[src/hdl/tht_pkg.sv]
// ----------------------------------------------------------------------------
// tht_pkg
// Shared types, constants and BCD helpers for the twelve-hour timekeeper.
// ----------------------------------------------------------------------------
package tht_pkg;

    localparam int TIME_W    = 16;
    localparam int DIV_W     = 17;   // divisor must hold a magnitude of 32768
    localparam int DIV_STEPS = TIME_W;
    localparam int CNT_W     = $clog2(DIV_STEPS);

    localparam logic [TIME_W-1:0] HALF_DAY_SEC = 16'd43200;
    localparam logic [TIME_W-1:0] HOUR_SEC     = 16'd3600;
    localparam logic [TIME_W-1:0] MINUTE_SEC   = 16'd60;
    localparam logic [7:0]        BLANK_CODE   = 8'hAA;

    localparam logic [1:0] OP_TICK   = 2'd0;
    localparam logic [1:0] OP_ADJUST = 2'd1;
    localparam logic [1:0] OP_LOAD   = 2'd2;
    localparam logic [1:0] OP_BLANK  = 2'd3;

    typedef struct packed {
        logic              start;
        logic [TIME_W-1:0] dividend;
        logic [DIV_W-1:0]  divisor;
    } div_req_t;

    typedef struct packed {
        logic              busy;
        logic              done;
        logic [TIME_W-1:0] quotient;
        logic [DIV_W-1:0]  remainder;
    } div_rsp_t;

    // Binary 0..63 to packed BCD, tens high. Tens by reciprocal (x*13 >> 7).
    function automatic logic [7:0] to_bcd(input logic [5:0] v);
        logic [9:0] prod;
        logic [2:0] tens;
        logic [3:0] units;
        prod  = {4'b0, v} * 10'd13;
        tens  = prod[9:7];
        units = 4'(v - {tens, 3'b0} - {2'b0, tens, 1'b0});
        return {1'b0, tens, units};
    endfunction

    function automatic logic bcd_ok(input logic [7:0] b);
        return (b[7:4] <= 4'd9) && (b[3:0] <= 4'd9);
    endfunction

    function automatic logic [6:0] bcd_value(input logic [7:0] b);
        return 7'({b[7:4], 3'b0}) + 7'({b[7:4], 1'b0}) + 7'(b[3:0]);
    endfunction

endpackage

[src/hdl/tht_divider.sv]
// ----------------------------------------------------------------------------
// tht_divider
// Restoring divider, one quotient bit per cycle, shared by the sequencer.
// ----------------------------------------------------------------------------
module tht_divider
    import tht_pkg::*;
(
    input  logic     clk,
    input  logic     rst_n,
    input  div_req_t req,
    output div_rsp_t rsp
);

    logic             busy_reg;
    logic             done_reg;
    logic [CNT_W-1:0] cnt_reg;
    logic [DIV_W-1:0] rem_reg;
    logic [TIME_W-1:0] quo_reg;
    logic [DIV_W-1:0] div_reg;

    logic [DIV_W:0]   trial;
    logic [DIV_W:0]   diff;
    logic             ge;
    logic [DIV_W-1:0] step_rem;

    always_comb
    begin
        trial    = {rem_reg, quo_reg[TIME_W-1]};
        diff     = trial - {1'b0, div_reg};
        ge       = trial >= {1'b0, div_reg};
        step_rem = ge ? diff[DIV_W-1:0] : trial[DIV_W-1:0];
    end

    always_ff @(posedge clk or negedge rst_n)
    begin
        if (!rst_n)
        begin
            busy_reg <= 1'b0;
            done_reg <= 1'b0;
            cnt_reg  <= '0;
        end
        else
        begin
            done_reg <= 1'b0;
            if (req.start)
            begin
                busy_reg <= 1'b1;
                cnt_reg  <= CNT_W'(DIV_STEPS - 1);
            end
            else if (busy_reg)
            begin
                if (cnt_reg == '0)
                begin
                    busy_reg <= 1'b0;
                    done_reg <= 1'b1;
                end
                else
                begin
                    cnt_reg <= cnt_reg - 1'b1;
                end
            end
        end
    end

    always_ff @(posedge clk)
    begin
        if (req.start)
        begin
            rem_reg <= '0;
            quo_reg <= req.dividend;
            div_reg <= req.divisor;
        end
        else if (busy_reg)
        begin
            rem_reg <= step_rem;
            quo_reg <= {quo_reg[TIME_W-2:0], ge};
        end
    end

    assign rsp.busy      = busy_reg;
    assign rsp.done      = done_reg;
    assign rsp.quotient  = quo_reg;
    assign rsp.remainder = rem_reg;

endmodule

[src/hdl/twelve_hour_clock_timekeeper_core.sv]
// ----------------------------------------------------------------------------
// twelve_hour_clock_timekeeper_core
// Twelve-hour seconds counter with BCD display bytes, tick/adjust/load/blank.
// ----------------------------------------------------------------------------
// One input beat at a time: in_ready is low from acceptance until the result
// has been handed to the output register. A zero adjust takes the same path
// as a tick or load, and a blank does not use the divider. The work is done by
// the shared 16-step restoring divider, run once for count/3600 and once for
// the remainder /60, plus, for a non-zero adjust, once for the truncation
// to a multiple of |adjustment|. A result waiting in the output register does
// not stop the next item from being worked on.
module twelve_hour_clock_timekeeper_core
    import tht_pkg::*;
(
    input  logic        clk,
    input  logic        rst_n,
    input  logic        cfg_write_en,
    input  logic        cfg_write_data,
    input  logic        in_valid,
    output logic        in_ready,
    input  logic [1:0]  operation,
    input  logic signed [15:0] adjustment,
    input  logic [7:0]  bcd_hours,
    input  logic [7:0]  bcd_minutes,
    input  logic [7:0]  bcd_seconds,
    output logic        out_valid,
    input  logic        out_ready,
    output logic [15:0] time_seconds,
    output logic [7:0]  hour_display,
    output logic [7:0]  minute_display,
    output logic [7:0]  second_display,
    output logic        accepted
);

    localparam logic [2:0] ST_IDLE = 3'd0;
    localparam logic [2:0] ST_DIVA = 3'd1;
    localparam logic [2:0] ST_PREP = 3'd2;
    localparam logic [2:0] ST_DIVH = 3'd3;
    localparam logic [2:0] ST_DIVM = 3'd4;
    localparam logic [2:0] ST_DONE = 3'd5;

    logic [2:0]        state_reg, state_next;
    logic [TIME_W-1:0] count_reg, count_next;
    logic              blanked_reg, blanked_next;
    logic              swap_reg;
    logic              acc_reg, acc_next;
    logic signed [15:0] adj_reg, adj_next;
    logic [3:0]        hours_reg, hours_next;
    logic [7:0]        res_hour_reg, res_hour_next;
    logic [7:0]        res_min_reg, res_min_next;
    logic [7:0]        res_sec_reg, res_sec_next;
    logic              out_valid_reg;
    logic [TIME_W-1:0] out_time_reg;
    logic [7:0]        out_hour_reg, out_min_reg, out_sec_reg;
    logic              out_acc_reg;

    div_req_t div_req;
    div_rsp_t div_rsp;

    logic              take_in;
    logic              out_free;
    logic [DIV_W-1:0]  adj_mag;
    logic [TIME_W-1:0] trunc;
    logic signed [17:0] adj_sum;
    logic              load_ok;
    logic [6:0]        ld_h, ld_m, ld_s;
    logic [TIME_W-1:0] ld_count;
    logic [7:0]        sec_bcd;

    tht_divider u_div
    (
        .clk   (clk),
        .rst_n (rst_n),
        .req   (div_req),
        .rsp   (div_rsp)
    );

    assign in_ready = (state_reg == ST_IDLE);
    assign take_in  = in_valid && in_ready;
    assign out_free = !out_valid_reg || out_ready;

    always_comb
    begin
        adj_mag  = adjustment[15] ? DIV_W'(-{adjustment[15], adjustment})
                                  : DIV_W'(adjustment);
        trunc    = count_reg - div_rsp.remainder[TIME_W-1:0];
        adj_sum  = $signed({2'b0, trunc}) + 18'(adj_reg);
        ld_h     = bcd_value(bcd_hours);
        ld_m     = bcd_value(bcd_minutes);
        ld_s     = bcd_value(bcd_seconds);
        load_ok  = bcd_ok(bcd_hours) && bcd_ok(bcd_minutes) && bcd_ok(bcd_seconds)
                   && (ld_h >= 7'd1) && (ld_h <= 7'd12)
                   && (ld_m < 7'd60) && (ld_s < 7'd60);
        ld_count = 16'(({9'b0, ld_h} - 16'd1) * HOUR_SEC)
                   + 16'({9'b0, ld_m} * MINUTE_SEC) + {9'b0, ld_s};
        sec_bcd  = to_bcd(div_rsp.remainder[5:0]);
    end

    always_comb
    begin
        state_next    = state_reg;
        count_next    = count_reg;
        blanked_next  = blanked_reg;
        acc_next      = acc_reg;
        adj_next      = adj_reg;
        hours_next    = hours_reg;
        res_hour_next = res_hour_reg;
        res_min_next  = res_min_reg;
        res_sec_next  = res_sec_reg;
        div_req       = '0;

        unique case (state_reg)
            ST_IDLE:
            begin
                if (take_in)
                begin
                    acc_next     = 1'b0;
                    blanked_next = (operation == OP_BLANK);
                    adj_next     = adjustment;
                    state_next   = ST_PREP;
                    unique case (operation)
                        OP_TICK:
                        begin
                            count_next = (count_reg == HALF_DAY_SEC - 16'd1) ? '0
                                         : count_reg + 16'd1;
                        end
                        OP_ADJUST:
                        begin
                            if (adjustment != '0)
                            begin
                                div_req.start    = 1'b1;
                                div_req.dividend = count_reg;
                                div_req.divisor  = adj_mag;
                                state_next       = ST_DIVA;
                            end
                        end
                        OP_LOAD:
                        begin
                            if (load_ok)
                            begin
                                count_next = ld_count;
                                acc_next   = 1'b1;
                            end
                        end
                        default:
                        begin
                            res_hour_next = BLANK_CODE;
                            res_min_next  = BLANK_CODE;
                            res_sec_next  = BLANK_CODE;
                            state_next    = ST_DONE;
                        end
                    endcase
                end
            end
            ST_DIVA:
            begin
                if (div_rsp.done)
                begin
                    if (!adj_sum[17] && (adj_sum < $signed({2'b0, HALF_DAY_SEC})))
                    begin
                        count_next = adj_sum[TIME_W-1:0];
                        acc_next   = 1'b1;
                    end
                    else
                    begin
                        count_next = trunc;
                    end
                    state_next = ST_PREP;
                end
            end
            ST_PREP:
            begin
                div_req.start    = 1'b1;
                div_req.dividend = count_reg;
                div_req.divisor  = DIV_W'(HOUR_SEC);
                state_next       = ST_DIVH;
            end
            ST_DIVH:
            begin
                if (div_rsp.done)
                begin
                    hours_next       = div_rsp.quotient[3:0] + 4'd1;
                    div_req.start    = 1'b1;
                    div_req.dividend = div_rsp.remainder[TIME_W-1:0];
                    div_req.divisor  = DIV_W'(MINUTE_SEC);
                    state_next       = ST_DIVM;
                end
            end
            ST_DIVM:
            begin
                if (div_rsp.done)
                begin
                    res_hour_next = to_bcd({2'b0, hours_reg});
                    res_min_next  = to_bcd(div_rsp.quotient[5:0]);
                    res_sec_next  = swap_reg ? {sec_bcd[3:0], sec_bcd[7:4]} : sec_bcd;
                    state_next    = ST_DONE;
                end
            end
            ST_DONE:
            begin
                if (out_free)
                begin
                    state_next = ST_IDLE;
                end
            end
            default:
            begin
                state_next = ST_IDLE;
            end
        endcase
    end

    always_ff @(posedge clk or negedge rst_n)
    begin
        if (!rst_n)
        begin
            state_reg     <= ST_IDLE;
            count_reg     <= '0;
            blanked_reg   <= 1'b0;
            swap_reg      <= 1'b1;
            out_valid_reg <= 1'b0;
        end
        else
        begin
            state_reg   <= state_next;
            count_reg   <= count_next;
            blanked_reg <= blanked_next;
            if (cfg_write_en)
            begin
                swap_reg <= cfg_write_data;
            end
            if (state_reg == ST_DONE && out_free)
            begin
                out_valid_reg <= 1'b1;
            end
            else if (out_ready)
            begin
                out_valid_reg <= 1'b0;
            end
        end
    end

    always_ff @(posedge clk)
    begin
        acc_reg      <= acc_next;
        adj_reg      <= adj_next;
        hours_reg    <= hours_next;
        res_hour_reg <= res_hour_next;
        res_min_reg  <= res_min_next;
        res_sec_reg  <= res_sec_next;
        if (state_reg == ST_DONE && out_free)
        begin
            out_time_reg <= count_reg;
            out_hour_reg <= res_hour_reg;
            out_min_reg  <= res_min_reg;
            out_sec_reg  <= res_sec_reg;
            out_acc_reg  <= acc_reg;
        end
    end

    assign out_valid      = out_valid_reg;
    assign time_seconds   = out_time_reg;
    assign hour_display   = out_hour_reg;
    assign minute_display = out_min_reg;
    assign second_display = out_sec_reg;
    assign accepted       = out_acc_reg;

`ifndef SYNTHESIS
    // the count never leaves the half-day range
    a_count_range: assert property (@(posedge clk) disable iff (!rst_n)
        count_reg < HALF_DAY_SEC)
        else $error("seconds count out of range");

    // a busy divider is never restarted
    a_div_no_restart: assert property (@(posedge clk) disable iff (!rst_n)
        div_rsp.busy |-> !div_req.start)
        else $error("divider restarted while busy");

    // no new beat is taken straight after one has been accepted
    a_one_at_a_time: assert property (@(posedge clk) disable iff (!rst_n)
        take_in |=> !in_ready)
        else $error("input taken while item in flight");

    // a blanked result never reports an accepted change
    a_blank_not_accepted: assert property (@(posedge clk) disable iff (!rst_n)
        (out_valid_reg && out_hour_reg == BLANK_CODE) |-> !out_acc_reg)
        else $error("blank result flagged as accepted");
`endif

endmodule
[config.mk]
export PLATFORM = sky130hd
export DESIGN_NAME = twelve_hour_clock_timekeeper_core
export DESIGN_NICKNAME = d
export VERILOG_FILES = /design/src/hdl/tht_pkg.sv /design/src/hdl/tht_divider.sv /design/src/hdl/twelve_hour_clock_timekeeper_core.sv
export SDC_FILE = /design/constraint.sdc
export NUM_CORES = 1
export LEC_CHECK = 0
export BUFFER_PORTS_ARGS = -buffer_cell sky130_fd_sc_hd__buf_4
export CORE_UTILIZATION = 57
export DETAILED_ROUTE_END_ITERATION = 10
export GPL_TIMING_DRIVEN = 0
export PLACE_DENSITY_LB_ADDON = 0.12
export REMOVE_ABC_BUFFERS = 1
export SLEW_MARGIN = 20
export SYNTH_ARGS = -nofsm -noshare
export SYNTH_HDL_FRONTEND = slang
export SYNTH_SLANG_ARGS = --single-unit
[constraint.sdc]
create_clock -name clk -period 14.3 [get_ports clk]
set_input_delay 0.715 -clock clk [delete_from_list [all_inputs] [get_ports clk]]
set_output_delay 0.715 -clock clk [all_outputs]
set_load 0.005 [all_outputs]
; Yosys cells after proc, flatten, opt, wreduce, memory -nomap -nowiden
; Cells that the tools add are included.
[word_totals]
regBits = 163
input_bits = 48
out_inout_bits = 43
elab_cells = 160
[op_classes]
addsub = 22
mul = 5
n_lt_le_gt_ge = 12
eq_ne = 18
n_mux = 50
reduce_logical = 32
[ops]
columns = cell, n
row1 = 34-bit two-way mux, 4
row2 = 16-bit two-way mux, 7
row3 = 34-bit one-hot mux with 3 select lines, 1
row4 = 16-bit one-hot mux with 2 select lines, 2
row5 = 8-bit two-way mux, 6
row6 = 8-bit one-hot mux with 2 select lines, 3
row7 = 17-bit two-way mux, 2
row8 = "4-bit <= comparator, second input constant", 6
row9 = 7-bit by 4-bit adder with 7-bit output, 3
row10 = 7-bit by 5-bit adder with 7-bit output, 3
row11 = "6-bit by 4-bit multiplier with 10-bit output, second input constant", 2
row12 = 4-bit subtractor, 5
row13 = 17-bit by 16-bit adder with 18-bit output, 1
row14 = 18-bit by 17-bit greater-or-equal comparator with 1-bit output, 1
row15 = "18-bit by 17-bit less-than comparator with 1-bit output, second input constant", 1
row16 = 3-bit one-hot mux with 6 select lines, 1
row17 = 17-bit negator, 1
row18 = 17-bit subtractor, 1
row19 = "16-bit by 1-bit adder with 16-bit output, second input constant", 1
row20 = 16-bit by 13-bit adder with 16-bit output, 1
row21 = 16-bit by 7-bit adder with 16-bit output, 1
row22 = "16-bit equality test, second input constant", 1
row23 = "16-bit by 8-bit multiplier with 12-bit output, second input constant", 1
row24 = 16-bit nonzero test, 1
row25 = 37 further kinds, 83

; Depth between registers and ports, before layout
[depth]
depth_word = 12
mapped_depth = 27
depth_no_buf = 27

; Hierarchy
; From an unflattened synthesis, not the netlist that was laid out.
[hier_totals]
hier_cells = 1398
area_unflattened_um2 = 13511.7
[modules_own_cells]
columns = module, n_inst, cells_per_inst, area_per_inst_um2, seq_area_each_um2
row1 = twelve_hour_clock_timekeeper_core, 1, 1084, 10241.1, 2929.1
row2 = tht_divider, 1, 314, 3270.6, 1481.4

; Worst setup path after synthesis
; OpenSTA, ideal clock, no wires.
[synth_path]
path_type = input port to flip-flop
from = input bcd_hours[3]
to = register count_reg[15]
arrival_ns = 5.948
path_slack_ns = 8.188
path_stages = 21
path_buffers = 0
cell_sequence = fa_1 -> inv_1 -> fa_1 -> xnor2_1 -> inv_1 -> fa_1 -> inv_1 -> ha_1 -> fa_1 -> ha_1 -> inv_1 -> fa_1 -> inv_1 -> ha_1 -> ha_1 -> and2_1 -> o21ai_0 -> o21ai_0 -> xor2_1 -> a311oi_1 -> a21oi_1
[synth_between]
elab_chain_len = 10
[synth_lines]
columns = item, line_no
row1 = start: declaration, twelve_hour_clock_timekeeper_core.sv:23  ; input logic [7:0] bcd_hours,
row2 = branches (longest 10 deep; another with 16-bit by 8-bit multiplier with 12-bit output), --
row3 = end signal: assignment, twelve_hour_clock_timekeeper_core.sv:226  ; count_reg <= count_next;
row4 = end: declaration, twelve_hour_clock_timekeeper_core.sv:43  ; logic [TIME_W-1:0] count_reg, count_next;
; Several ways; the timed one is not identified. The select of a mux whose other input is x is not followed.
; A chain may end at the register's enable or synchronous reset.

; Worst setup path after layout
; Same ends and word-level chain as after synthesis.

==> results.cfg <==
[floorplanning]
die_h_um = 153.6
core_area_mm2 = 0.02257
die_w_um = 153.6
dieArea_mm2 = 0.02358
rows = 55
ios = 91
initial_core_util_pct = 58.01

[synthesis]
synth_cell_types = 87
async_reset_ff_share_pct = 17.20
synth_ff_type = edfxtp_1
synthXorXnorAreaFrac_pct = 7.664
synth_top_family_by_area = adder cells
ys_seq_elements = 157
syn_avg_cell_area_um2 = 9.678
syn_inst = 1353
synth_edf_count = 113
yosysWarningCount = 0
synthMuxAreaShare_pct = 1.978
synth_compound_area_share_pct = 17.38
synth_fa_ha_area_share_pct = 21.33
netlist_area_mm2 = 0.01309
synthSimpleGateAreaFrac_pct = 12.51
ys_seq_area_share_pct = 33.68

[critical_path]
cp.arrival_ps = 6620
timing.rr.start = u_div.rem_reg[0]
cp_max_fo = 4
rrSetupSlack_ps = 7980
crit_path_end_kind = register
worstSetupStartpointType = primary input
reg2reg_to = acc_reg
required_ps = 14580
path_class = in -> reg
rr_worst_depth = 18

[clock_network]
cts_sinks = 157
cts_resized = 0
clk_path_buf_depth = 2
hold_buffers = 0
path_clk_slew_ps = 70
cts_buffers = 17
h-tree-depth = 4
postCtsSetupBuffers = 0
cts-root-buf = clkbuf_16
clkLatencyLatePin_ps = 430
cts_tree = yes

[place]
place_congestion = 0.9184
hpwl_um = 24000
io_buffers = 89

[route]
ant_nets = 0
vias = 10350
drt-met1-wl_um = 13590
drt-pass1-iter-count = 9
wl_per_cell_um = 17.96
wl_um = 31050
wl_met2_um = 14800
drc_errors = 2
dr.first_iter.drc_count = 696
dr_wl_met3_um = 1679
viasPerCell = 5.987
routed.top_layer = met4

[sta]
slew_violations = 0
period_minus_slack_ps = 6336
setup_violations = 0
worst_pin_slew_ps = 882.5
fin_crit_sh_pct = 44.31
max_freq_mhz = 157.8
tns_ps = 0
skew_ps = 13.74
rsz0062_at_grt = false
slew_headroom_pct = 41.17
final-hold-violation-count = 0

[grt]
grt_pass1_vias = 10100
antenna_found_initial = 0
grt_max_degree = 40
track_usage_pct = 27.27
grt_pass1_wl_um = 51010
overflow = 0

[layout]
drive_gt1_share_pct = 11.22
antennaDiodeCount = 0
final_nets = 1683
area_growth_syn_to_layout_pct = 12.20

[hold_path]
hold_class = in -> async

[job]
drv_cap = 0

[status]
status = finished with violations
violations = design-rule violations
==> area by class of cell <==
cell class | instances | area (um2)
Tap cell | 285 | 356.6
Multi-Input combinational cell | 1015 | 8023
Timing Repair Buffer | 95 | 737.0
Inverter | 145 | 544.3
Clock inverter | 15 | 193.9
Fill cell | 1842 | 7880
Clock buffer | 17 | 425.4
Sequential cell | 157 | 4412
==> kinds of logic (layout without fill, tap and decap cells) <==
kind of cell,Yosys count,count (layout)
adders and majority gates,204,204
DFF,157,157
AOI/OAI and AO/OA,343,343
xor gates and xnor gates,113,113
buffers and inverters,182,272
and+or+nand+nor,328,328
other,1,2
muxes,25,25
==> critical path, stage by stage <==
cell and delay, ps:
buf_4 120, fa_1 570, inv_1 70, fa_1 560
xnor2_1 540, inv_1 140, fa_1 550, inv_1 40
ha_1 320, fa_1 470, ha_1 320, inv_1 60
fa_1 560, inv_1 50, ha_1 200, ha_1 330
and2_1 170, o21ai_0 120, o21ai_0 140, xor2_1 200
a311oi_1 320, a21oi_1 60
==> how the worst max path moves through the flow <==
stage	from	cells past startpoint	to	slack, ps
2_1_floorplan	bcd_hours[3]	21	count_reg[15]	8190
3_3_place_gp	bcd_hours[3]	22	count_reg[15]	7500
3_5_place_dp	bcd_hours[3]	22	count_reg[15]	7490
4_1_cts	bcd_hours[3]	22	count_reg[15]	7910
5_1_grt	bcd_minutes[3]	22	count_reg[15]	7610
6_report	bcd_hours[3]	22	count_reg[15]	7960
==> through the flow <==
step | hold slack [ps] | cells | setup slack, ps | instance area (um2) | util [%]
global placement | 400.3 | 1691 | 7501 | 13960 | 61.83
floorplan | 400.3 | 1317 | 8188 | 12930 | -
detailed placement | 404.5 | 1697 | 7490 | 14060 | 62.31
CTS | 207.9 | 1729 | 7912 | 14680 | 65.05
global route | 223.9 | 1729 | 7613 | 14690 | 65.09
finish | 196.0 | 1729 | 7964 | 14690 | 65.09
==> Yosys cell counts (21+ instances only) <==
cell type / n / share of area [%]
a21o_1: 25 / 1.4
a21oi_1: 75 / 2.9
clkbuf_1: 26 / 0.75
dfrtp_1: 26 / 5.0
edfxtp_1: 113 / 26
fa_1: 32 / 4.9
ha_1: 172 / 16
inv_1: 143 / 4.1
mux2i_1: 21 / 1.6
nand2_1: 69 / 2.0
nand3_1: 31 / 1.2
nor2_1: 92 / 2.6
nor3_1: 29 / 1.1
o21ai_0: 81 / 3.1
xnor2_1: 66 / 4.4
xor2_1: 46 / 3.1
==> layer usage <==
layer	track usage, %	up-vias
met2	45.65	311
met4	10.24	0
met1	35.85	4919
met5	0	-
li1	-	5065
met3	3.974	57
==> layout by cell type, fill, tap and decap left out, types with 17 or more instances in the layout <==
cell / synthesis / final
ha_1: 172 / 172
dfrtp_1: 26 / 25
o21ai_0: 81 / 81
clkbuf_16: 0 / 17
buf_4: 3 / 91
a21oi_1: 75 / 75
nand2_1: 69 / 69
inv_1: 143 / 142
a21o_1: 25 / 25
edfxtp_1: 113 / 113
nand3_1: 31 / 31
fa_1: 32 / 32
xor2_1: 46 / 46
nor3_1: 29 / 27
nor2_1: 92 / 91
nand2b_1: 18 / 18
dfxtp_1: 17 / 17
xnor2_1: 66 / 66
mux2i_1: 21 / 21
Power is left out: the tool's default activity adds up to more than one toggle a clock period on the data nets, which glitch-free logic cannot reach.
